[src/rtl/mstt_pkg.sv]
// shared types, codes and defaults for the multi-slot timeout table
package mstt_pkg;

   localparam int NUM_SLOTS_DEF = 8;
   localparam int TICK_BITS_DEF = 32;
   localparam int TAG_BITS_DEF  = 16;

   // command codes
   localparam logic [1:0] CMD_CREATE  = 2'd0;
   localparam logic [1:0] CMD_DELETE  = 2'd1;
   localparam logic [1:0] CMD_RESTART = 2'd2;
   localparam logic [1:0] CMD_PROCESS = 2'd3;

   // result status codes
   localparam logic [2:0] ST_OK       = 3'd0;
   localparam logic [2:0] ST_FULL     = 3'd1;
   localparam logic [2:0] ST_NOT_USED = 3'd2;
   localparam logic [2:0] ST_FIRED    = 3'd3;
   localparam logic [2:0] ST_NONE_DUE = 3'd4;

   typedef struct packed {
      logic [1:0]  command;
      logic [31:0] now;
      logic [31:0] timeout;
      logic        periodic;
      logic [2:0]  slot;
      logic [15:0] tag;
   } mstt_req_type;

   typedef struct packed {
      logic [2:0]  status;
      logic [2:0]  slot_res;
      logic [15:0] tag_res;
      logic        last;
   } mstt_rsp_type;

   // controller to datapath
   typedef struct packed {
      logic load;
      logic single_step;
      logic create_step;
      logic proc_issue;
      logic proc_finish;
   } mstt_cmd_type;

   // datapath to controller
   typedef struct packed {
      logic create_done;
      logic idx_last;
      logic pipe_busy;
   } mstt_stat_type;

endpackage

[src/rtl/mstt_ctrl.sv]
// command sequencer of the timeout table
module mstt_ctrl
   import mstt_pkg::*;
(
   input  logic          clock,
   input  logic          reset,
   input  logic          start,
   input  logic [1:0]    req_command,
   input  mstt_stat_type stat,
   output mstt_cmd_type  cmd,
   output logic          busy
);

   localparam logic [2:0] S_IDLE   = 3'd0;
   localparam logic [2:0] S_SINGLE = 3'd1;
   localparam logic [2:0] S_CREATE = 3'd2;
   localparam logic [2:0] S_PROC   = 3'd3;
   localparam logic [2:0] S_DRAIN  = 3'd4;

   logic [2:0] state_ff;
   logic [2:0] state_in;

   always_comb begin
      state_in = state_ff;
      cmd      = '0;
      case (state_ff)
         S_IDLE: begin
            if (start) begin
               cmd.load = 1'b1;
               case (req_command)
                  CMD_CREATE:  state_in = S_CREATE;
                  CMD_DELETE:  state_in = S_SINGLE;
                  CMD_RESTART: state_in = S_SINGLE;
                  default:     state_in = S_PROC;
               endcase
            end
         end
         S_SINGLE: begin
            cmd.single_step = 1'b1;
            state_in        = S_IDLE;
         end
         S_CREATE: begin
            cmd.create_step = 1'b1;
            if (stat.create_done) begin
               state_in = S_IDLE;
            end
         end
         S_PROC: begin
            cmd.proc_issue = 1'b1;
            if (stat.idx_last) begin
               state_in = S_DRAIN;
            end
         end
         S_DRAIN: begin
            if (!stat.pipe_busy) begin
               cmd.proc_finish = 1'b1;
               state_in        = S_IDLE;
            end
         end
         default: begin
            state_in = S_IDLE;
         end
      endcase
   end

   always_ff @(posedge clock) begin
      if (reset) begin
         state_ff <= S_IDLE;
      end else begin
         state_ff <= state_in;
      end
   end

   assign busy = (state_ff != S_IDLE);

endmodule

[src/rtl/mstt_dp.sv]
// slot storage, elapsed-time pipeline and result register
module mstt_dp
   import mstt_pkg::*;
#(
   parameter int NUM_SLOTS = NUM_SLOTS_DEF,
   parameter int TICK_BITS = TICK_BITS_DEF,
   parameter int TAG_BITS  = TAG_BITS_DEF
) (
   input  logic          clock,
   input  logic          reset,
   input  mstt_req_type  req_data,
   input  logic          csr_write,
   input  logic [31:0]   csr_data,
   input  mstt_cmd_type  cmd,
   output mstt_stat_type stat,
   output logic          rsp_valid,
   output mstt_rsp_type  rsp_data
);

   localparam int          SLOT_W      = (NUM_SLOTS > 1) ? $clog2(NUM_SLOTS) : 1;
   localparam logic [31:0] SLOTS_32    = 32'(NUM_SLOTS);
   localparam logic [SLOT_W-1:0] LAST_IDX = SLOT_W'(NUM_SLOTS - 1);

   // captured request
   mstt_req_type req_ff;

   // tick_max + 1, kept ready for the wrap correction
   logic [TICK_BITS-1:0] tmax_p1_ff;
   logic [TICK_BITS-1:0] tmax_p1_in;
   logic [TICK_BITS+31:0] csr_wide;

   logic [NUM_SLOTS-1:0] in_use_ff;
   logic [NUM_SLOTS-1:0] in_use_in;
   logic [SLOT_W-1:0]    idx_ff;
   logic [SLOT_W-1:0]    idx_in;

   // slot memories
   logic [TICK_BITS-1:0] start_mem [NUM_SLOTS];
   logic [TICK_BITS-1:0] tmo_mem   [NUM_SLOTS];
   logic                 mode_mem  [NUM_SLOTS];
   logic [TAG_BITS-1:0]  tag_mem   [NUM_SLOTS];

   logic                 start_we;
   logic [SLOT_W-1:0]    start_wa;
   logic                 create_we;

   // read stage
   logic                 s1_valid_ff;
   logic [SLOT_W-1:0]    s1_idx_ff;
   logic [TICK_BITS-1:0] start_rd_ff;
   logic [TICK_BITS-1:0] tmo_rd_ff;
   logic                 mode_rd_ff;
   logic [TAG_BITS-1:0]  tag_rd_ff;

   // elapsed stage
   logic                 s2_valid_ff;
   logic [SLOT_W-1:0]    s2_idx_ff;
   logic [TICK_BITS-1:0] s2_elapsed_ff;
   logic [TICK_BITS-1:0] s2_tmo_ff;
   logic                 s2_mode_ff;
   logic [TAG_BITS-1:0]  s2_tag_ff;

   // fired result held back until the next one or the end of the scan
   logic        pend_valid_ff;
   logic        pend_valid_in;
   logic [2:0]  pend_slot_ff;
   logic [15:0] pend_tag_ff;

   logic         rsp_valid_ff;
   logic         rsp_valid_in;
   mstt_rsp_type rsp_ff;
   mstt_rsp_type rsp_in;

   // field conversions
   logic [TICK_BITS+31:0] now_wide;
   logic [TICK_BITS+31:0] tmo_wide;
   logic [TAG_BITS+15:0]  tag_wide;
   logic [TICK_BITS-1:0]  now_t;
   logic [TICK_BITS-1:0]  tmo_t;
   logic [TAG_BITS-1:0]   tag_t;
   logic [SLOT_W+2:0]     slot_wide;
   logic [SLOT_W-1:0]     slot_idx;
   logic                  slot_used;
   logic [SLOT_W+2:0]     idx_wide;
   logic [SLOT_W+2:0]     s2_idx_wide;
   logic [TAG_BITS+15:0]  s2_tag_wide;

   logic                 slot_free;
   logic [TICK_BITS:0]   diff;
   logic [TICK_BITS-1:0] elapsed;
   logic                 fire;

   assign now_wide   = {{TICK_BITS{1'b0}}, req_ff.now};
   assign tmo_wide   = {{TICK_BITS{1'b0}}, req_ff.timeout};
   assign tag_wide   = {{TAG_BITS{1'b0}}, req_ff.tag};
   assign now_t      = now_wide[TICK_BITS-1:0];
   assign tmo_t      = tmo_wide[TICK_BITS-1:0];
   assign tag_t      = tag_wide[TAG_BITS-1:0];
   assign slot_wide  = {{SLOT_W{1'b0}}, req_ff.slot};
   assign slot_idx   = slot_wide[SLOT_W-1:0];
   assign slot_used  = ({29'd0, req_ff.slot} < SLOTS_32) && in_use_ff[slot_idx];
   assign idx_wide   = {3'd0, idx_ff};
   assign s2_idx_wide = {3'd0, s2_idx_ff};
   assign s2_tag_wide = {16'd0, s2_tag_ff};

   assign csr_wide   = {{TICK_BITS{1'b0}}, csr_data};
   assign tmax_p1_in = csr_wide[TICK_BITS-1:0] + TICK_BITS'(1);

   assign slot_free  = !in_use_ff[idx_ff];
   assign create_we  = cmd.create_step && slot_free;

   // wrapped elapsed time is the plain difference plus tick_max + 1
   assign diff    = {1'b0, now_t} - {1'b0, start_rd_ff};
   assign elapsed = diff[TICK_BITS-1:0] + (diff[TICK_BITS] ? tmax_p1_ff : '0);

   assign fire = s2_valid_ff && (s2_elapsed_ff >= s2_tmo_ff);

   assign stat.create_done = slot_free || (idx_ff == LAST_IDX);
   assign stat.idx_last    = (idx_ff == LAST_IDX);
   assign stat.pipe_busy   = s1_valid_ff || s2_valid_ff;

   // start memory has one write port shared by create, restart and refresh
   always_comb begin
      start_we = 1'b0;
      start_wa = idx_ff;
      if (create_we) begin
         start_we = 1'b1;
      end else if (cmd.single_step && slot_used && req_ff.command == CMD_RESTART) begin
         start_we = 1'b1;
         start_wa = slot_idx;
      end else if (fire && s2_mode_ff) begin
         start_we = 1'b1;
         start_wa = s2_idx_ff;
      end
   end

   always_ff @(posedge clock) begin
      if (start_we) begin
         start_mem[start_wa] <= now_t;
      end
      if (create_we) begin
         tmo_mem[idx_ff]  <= tmo_t;
         mode_mem[idx_ff] <= req_ff.periodic;
         tag_mem[idx_ff]  <= tag_t;
      end
      start_rd_ff <= start_mem[idx_ff];
      tmo_rd_ff   <= tmo_mem[idx_ff];
      mode_rd_ff  <= mode_mem[idx_ff];
      tag_rd_ff   <= tag_mem[idx_ff];
   end

   // slot index counter
   always_comb begin
      idx_in = idx_ff;
      if (cmd.load) begin
         idx_in = '0;
      end else if (cmd.create_step || cmd.proc_issue) begin
         idx_in = (idx_ff == LAST_IDX) ? '0 : idx_ff + SLOT_W'(1);
      end
   end

   always_comb begin
      in_use_in = in_use_ff;
      if (create_we) begin
         in_use_in[idx_ff] = 1'b1;
      end
      if (cmd.single_step && slot_used && req_ff.command == CMD_DELETE) begin
         in_use_in[slot_idx] = 1'b0;
      end
      if (fire && !s2_mode_ff) begin
         in_use_in[s2_idx_ff] = 1'b0;
      end
   end

   // result selection
   always_comb begin
      rsp_valid_in  = 1'b0;
      rsp_in        = '0;
      pend_valid_in = pend_valid_ff;
      if (cmd.single_step) begin
         rsp_valid_in    = 1'b1;
         rsp_in.status   = slot_used ? ST_OK : ST_NOT_USED;
         rsp_in.slot_res = req_ff.slot;
         rsp_in.last     = 1'b1;
      end else if (cmd.create_step && stat.create_done) begin
         rsp_valid_in    = 1'b1;
         rsp_in.status   = slot_free ? ST_OK : ST_FULL;
         rsp_in.slot_res = slot_free ? idx_wide[2:0] : 3'd0;
         rsp_in.last     = 1'b1;
      end else if (fire) begin
         pend_valid_in = 1'b1;
         if (pend_valid_ff) begin
            rsp_valid_in    = 1'b1;
            rsp_in.status   = ST_FIRED;
            rsp_in.slot_res = pend_slot_ff;
            rsp_in.tag_res  = pend_tag_ff;
         end
      end else if (cmd.proc_finish) begin
         pend_valid_in = 1'b0;
         rsp_valid_in  = 1'b1;
         rsp_in.last   = 1'b1;
         if (pend_valid_ff) begin
            rsp_in.status   = ST_FIRED;
            rsp_in.slot_res = pend_slot_ff;
            rsp_in.tag_res  = pend_tag_ff;
         end else begin
            rsp_in.status = ST_NONE_DUE;
         end
      end
   end

   always_ff @(posedge clock) begin
      if (reset) begin
         tmax_p1_ff    <= TICK_BITS'(({{TICK_BITS{1'b0}}, 32'hFFFF_FFFF} + 1));
         in_use_ff     <= '0;
         idx_ff        <= '0;
         s1_valid_ff   <= 1'b0;
         s2_valid_ff   <= 1'b0;
         pend_valid_ff <= 1'b0;
         rsp_valid_ff  <= 1'b0;
      end else begin
         if (csr_write) begin
            tmax_p1_ff <= tmax_p1_in;
         end
         in_use_ff     <= in_use_in;
         idx_ff        <= idx_in;
         s1_valid_ff   <= cmd.proc_issue && in_use_ff[idx_ff];
         s2_valid_ff   <= s1_valid_ff;
         pend_valid_ff <= pend_valid_in;
         rsp_valid_ff  <= rsp_valid_in;
      end
   end

   always_ff @(posedge clock) begin
      if (cmd.load) begin
         req_ff <= req_data;
      end
      s1_idx_ff     <= idx_ff;
      s2_idx_ff     <= s1_idx_ff;
      s2_elapsed_ff <= elapsed;
      s2_tmo_ff     <= tmo_rd_ff;
      s2_mode_ff    <= mode_rd_ff;
      s2_tag_ff     <= tag_rd_ff;
      if (fire) begin
         pend_slot_ff <= s2_idx_wide[2:0];
         pend_tag_ff  <= s2_tag_wide[15:0];
      end
      rsp_ff <= rsp_in;
   end

   assign rsp_valid = rsp_valid_ff;
   assign rsp_data  = rsp_ff;

endmodule

[src/rtl/multi_slot_timeout_table_top.sv]
// top level of the multi-slot timeout table
//
//  channel | ports                          | transfer when
//  --------+--------------------------------+------------------------------
//  request | start, busy, req_data          | start high, busy low
//  result  | rsp_valid, rsp_data            | every cycle rsp_valid is high
//  config  | csr_valid, csr_ready, csr_data | csr_valid and csr_ready high
//
//  delete and restart: a single busy state, one result the cycle after it
//  create: the free-slot search walks the in-use flags one slot a cycle
//    from slot 0 and stops at the first free one
//  process: one slot enters the read / elapsed / compare pipeline each
//    cycle, then the table waits until the pipeline has drained, which
//    depends on whether the last two slots are in use
//  results leave through an output register the cycle after they are
//    decided; the receiver cannot stall, so nothing ever backs up
//  reset (synchronous) frees every slot and sets tick_max to all ones;
//    slot contents are left as they are
module multi_slot_timeout_table_top
   import mstt_pkg::*;
#(
   parameter int NUM_SLOTS = NUM_SLOTS_DEF,
   parameter int TICK_BITS = TICK_BITS_DEF,
   parameter int TAG_BITS  = TAG_BITS_DEF
) (
   input  logic         clock,
   input  logic         reset,
   // request channel
   input  logic         start,
   output logic         busy,
   input  mstt_req_type req_data,
   // result channel
   output logic         rsp_valid,
   output mstt_rsp_type rsp_data,
   // tick_max register
   input  logic         csr_valid,
   output logic         csr_ready,
   input  logic [31:0]  csr_data
);

   mstt_cmd_type  cmd;
   mstt_stat_type stat;

   // sequencer: picks the command path and steps the slot scan
   mstt_ctrl u_ctrl (
      .clock       (clock),
      .reset       (reset),
      .start       (start),
      .req_command (req_data.command),
      .stat        (stat),
      .cmd         (cmd),
      .busy        (busy)
   );

   // config only lands while the table is idle
   assign csr_ready = !busy;

   // slot store, elapsed-time pipeline and result register
   mstt_dp #(
      .NUM_SLOTS (NUM_SLOTS),
      .TICK_BITS (TICK_BITS),
      .TAG_BITS  (TAG_BITS)
   ) u_dp (
      .clock     (clock),
      .reset     (reset),
      .req_data  (req_data),
      .csr_write (csr_valid && csr_ready),
      .csr_data  (csr_data),
      .cmd       (cmd),
      .stat      (stat),
      .rsp_valid (rsp_valid),
      .rsp_data  (rsp_data)
   );

endmodule

[config.mk]
export PLATFORM = sky130hd
export DESIGN_NAME = multi_slot_timeout_table_top
export DESIGN_NICKNAME = d
export VERILOG_FILES = /design/src/rtl/mstt_pkg.sv /design/src/rtl/mstt_ctrl.sv /design/src/rtl/mstt_dp.sv /design/src/rtl/multi_slot_timeout_table_top.sv
export SDC_FILE = /design/constraint.sdc
export NUM_CORES = 1
export LEC_CHECK = 0
export BUFFER_PORTS_ARGS = -buffer_cell sky130_fd_sc_hd__buf_2
export CAP_MARGIN = 15
export CORE_ASPECT_RATIO = 0.8
export CORE_MARGIN = 2
export CORE_UTILIZATION = 53
export DETAILED_ROUTE_END_ITERATION = 7
export GPL_TIMING_DRIVEN = 0
export HOLD_SLACK_MARGIN = 0.03
export PLACE_DENSITY = 0.82
export RECOVER_POWER = 50
export SYNTH_ARGS = -nofsm -noshare
export SYNTH_HDL_FRONTEND = slang
export SYNTH_SLANG_ARGS = --single-unit
[constraint.sdc]
create_clock -name clock -period 5.46 [get_ports clock]
set_input_delay 0.819 -clock clock [delete_from_list [all_inputs] [get_ports clock]]
set_output_delay 0.819 -clock clock [all_outputs]
set_load 0.01 [all_outputs]
==> metrics.yaml <==
place:
  place_area_mm2: 0.0412
  place_congestion: 0.915
  dpl.hpwl_mm: 58.1
  portBuffers: 147
  place_ws_ns: -0.901
  dpl.cell_count: 3358
routing:
  drcViolationCount: 0
  dr.pass1.iters: 7
  drtIter0Drc: 2490
  routed_wirelength_mm: 90.0
  drtAntennaViolNets: 0
  wl_per_cell_um: 25.2
  via_count: 21554
  avgViaCountPerCell: 6.04
worst_setup_path:
  crit_chain: "inv_2, ha_4, fa_2, nand2b_4, a21oi_4, o21ai_4, o2111ai_4, a311oi_2, nand3b_1, o21ai_2, a21oi_4, buf_4, clkbuf_4, and2_1, ha_1, a21o_1, a21o_1, a21o_1, a21oi_1, a2bb2oi_1, o211a_1, o21bai_1, a21oi_1, xnor2_1"
  critical_path_class: "flip-flop to flip-flop"
  crit_family: "compound AO/OA/AOI/OAI gates"
  arrival_ns: 5.92
  timing.rr.end: "u_dp.s2_elapsed_ff[30]$_DFF_P_"
  crit_top_cell: "a21o_1"
  crit_path_max_incr_delay_ns: 0.51
  cp_num_buf_inv: 3
  cp.depth: 24
  worstSetupStartpointType: "flip-flop"
  r2r_slack_ns: 0.13
  required_ns: 6.05
  worstRegToRegCells: 24
  critPathCaptureType: "flip-flop"
  cp_max_fo: 10
  rr_startpoint: "u_dp.now_t[0]$_DFFE_PP_"
  worst_path_max_delay_cell: "edfxtp_1"
die:
  std_cell_rows: 88
  fp.dieH_um: 245
  start_util: 0.534
  die_width_um: 305
  coreArea_mm2: 0.0719
  ioPinCount: 148
  dieArea_mm2: 0.0746
synth:
  syn_area_mm2: 0.0384
  async_flop_share: 0
  seq_area_frac_synth: 0.714
  synthFlopType: "edfxtp_1"
  ys_warn_count: 0
  synth.distinct_cells: 69
  yosysMostFrequentCell: "edfxtp_1"
  yosysTopAreaCell: "edfxtp_1"
  syn_nets: 2437
  syn_area_per_cell_um2: 17.3
  synth_edf_count: 753
  synth_area_leaders: "edfxtp_1, dfxtp_1, mux4_2"
  synth_top_area_share: 0.589
  synth_common_cells: "edfxtp_1, dfxtp_1, mux4_2, ha_1, inv_1"
  syn_inst: 2214
  synth_seq_cells: 994
clock_network:
  cts-htree-levels: 3
  clkSinkCount: 994
  clk_pin_slew_worst_paths_ns: 0.07
  cts_max_path_buffers: 3
  numCtsBuffers: 92
  tritoncts: "built"
  insertion_delay_ns: 0.68
  root_buffer: "clkbuf_16"
global_routing:
  gr-usage-all-layers: 0.238
  grt_start_max_net_pins: 33
  antenna_found_initial: 15
  grt_pass1_wl_mm: 133
  grt_pass1_vias: 21878
  grt.overflow.total: 0
power:
  ir_worst_vdd_mv: 0.237
  power.density_mw_per_mm2: 388
  p_leak_uw: 0.0155
hold_path:
  hold_depth: 1
  hold_start: "req_data[43]"
  whs_endpoint: "u_dp.tmo_t[23]$_DFFE_PP_"
  hold_class: "input port to flip-flop"
timing:
  fin_ws_ns: 0.132
  maxSlewViolCount: 31
  timing.setup.tns_ns: 0
  worst_slew_pin_slew_ns: 2.26
  hold_violations: 0
  clock-skew-final_ns: 0.0361
  max_freq_ghz: 0.188
  finalCritPeriodShare: 0.976
  slew_headroom: -0.505
  period_needed_ns: 5.33
  finalSetupViolations: 0
flow_run:
  maxCapViolations: 1
run_status:
  status: "finished with violations"
  failed_checks: "capacitance limit, slew limit"
cells_and_area:
  fin_util: 0.623
  final_cells: 3567
  layout-drive-gt1-share: 0.249
  area_delta_synth_final_pct: 16.7
  design_area_mm2: 0.0448
  layout.nets: 2760
worst max-delay path by stage:
stage	startpoint	to	slack, ns
after floorplan	u_dp.s2_tmo_ff[10]$_DFF_P_	u_dp.start_mem[4][0]$_DFFE_PP_	0.07
after global placement	u_dp.s2_tmo_ff[14]$_DFF_P_	u_dp.start_mem[4][4]$_DFFE_PP_	-3.52
after detailed placement	u_dp.now_t[0]$_DFFE_PP_	u_dp.s2_elapsed_ff[30]$_DFF_P_	-0.90
after CTS	u_dp.now_t[0]$_DFFE_PP_	u_dp.s2_elapsed_ff[31]$_DFF_P_	0.003
after global routing	u_dp.now_t[3]$_DFFE_PP_	u_dp.s2_elapsed_ff[27]$_DFF_P_	-0.07
final	u_dp.now_t[0]$_DFFE_PP_	u_dp.s2_elapsed_ff[30]$_DFF_P_	0.13
sequential cells by signal, indices dropped and copies added (netlist names), 8 cells and up:
register,flops
u_dp.tmax_p1_ff,32
u_dp.tmo_rd_ff,32
u_dp.tag_t,16
u_dp.tmo_mem,256
u_dp.s2_tmo_ff,32
u_dp.now_t,32
u_dp.start_mem,256
u_dp.s2_tag_ff,16
u_dp.pend_tag_ff,16
u_dp.mode_mem,8
u_dp.in_use_ff,8
u_dp.tmo_t,32
u_dp.s2_elapsed_ff,32
u_dp.rsp_data,23
u_dp.tag_rd_ff,16
u_dp.tag_mem,128
u_dp.start_rd_ff,32
logic make-up (layout without fill, tap and decap cells):
| group | count (synthesis) | after routing | share of synthesized area |
|---|---|---|---|
| flip-flops | 994 | 994 | 0.715 |
| AND/OR/NAND/NOR | 329 | 329 | 0.0442 |
| adder cells (fa/ha/maj) | 101 | 101 | 0.0333 |
| multiplexers | 253 | 253 | 0.122 |
| buffers and inverters | 167 | 569 | 0.0166 |
| AO/OA/AOI/OAI | 292 | 292 | 0.0513 |
| other | 0 | 6 | 0 |
| XOR/XNOR | 78 | 78 | 0.0178 |
final cells by class:
type,instances,area (um2)
diodes,6,15.0
plain buffers,76,305
clock buffers,121,2560
clock inverters,52,597
fillers,4786,27100
inverters,90,338
multi-input cells,1053,10700
flip-flops and latches,994,27400
well taps,945,1180
repair buffers,230,1690
layer usage:
| metal | vias up | wire length [um] | part of all wire | track usage |
|---|---|---|---|---|
| met5 | - | 52 | 0.00058 | 0 |
| met4 | 8 | 3620 | 0.040 | 0.0930 |
| met3 | 254 | 8000 | 0.089 | 0.0511 |
| met2 | 1095 | 42500 | 0.47 | 0.381 |
| met1 | 10912 | 35800 | 0.40 | 0.322 |
| li1 | 9285 | - | - | - |
worst register-to-register path, stage by stage, from the launching register on:
cell,delay (ns)
edfxtp_1,0.51
inv_2,0.09
ha_4,0.19
fa_2,0.37
nand2b_4,0.17
a21oi_4,0.17
o21ai_4,0.10
o2111ai_4,0.28
a311oi_2,0.18
nand3b_1,0.24
o21ai_2,0.23
a21oi_4,0.13
buf_4,0.18
clkbuf_4,0.17
and2_1,0.17
ha_1,0.40
a21o_1,0.24
a21o_1,0.19
a21o_1,0.17
a21oi_1,0.22
a2bb2oi_1,0.25
o211a_1,0.17
o21bai_1,0.07
a21oi_1,0.21
xnor2_1,0.16
placed cells by master (no fill, tap or decap), types with 80 or more instances in the layout:
cell type | Yosys | layout
nor2_1 | 87 | 80
clkbuf_16 | 0 | 94
dfxtp_1 | 241 | 241
clkbuf_1 | 45 | 106
inv_1 | 90 | 89
edfxtp_1 | 753 | 753
ha_1 | 99 | 90
buf_2 | 7 | 113
mux2_2 | 82 | 82
mux4_2 | 164 | 164
power breakdown:
group / switching, uW / internal (uW) / leakage (uW) / total [uW]
clock network: 2890 / 3700 / 0.00151 / 6590
logic: 1140 / 882 / 0.00519 / 2020
registers: 219 / 8540 / 0.00884 / 8760
through the flow:
step,power [uW],hold WS [ns]
after floorplan,10100,0.310
final,17400,0.314
after global routing,17900,0.284
after CTS,17300,0.286
after global placement,10600,0.313
after detailed placement,10700,0.312
what timing repair did:
item,4_1_cts,5_1_grt
setup endpoints to repair,21,19
buffers inserted,11,18
cloned,0,1
pin swaps,8,20
gates resized for setup,13,39
hold buffers,0,0
Note: power is estimated with default switching activity, not from simulation.
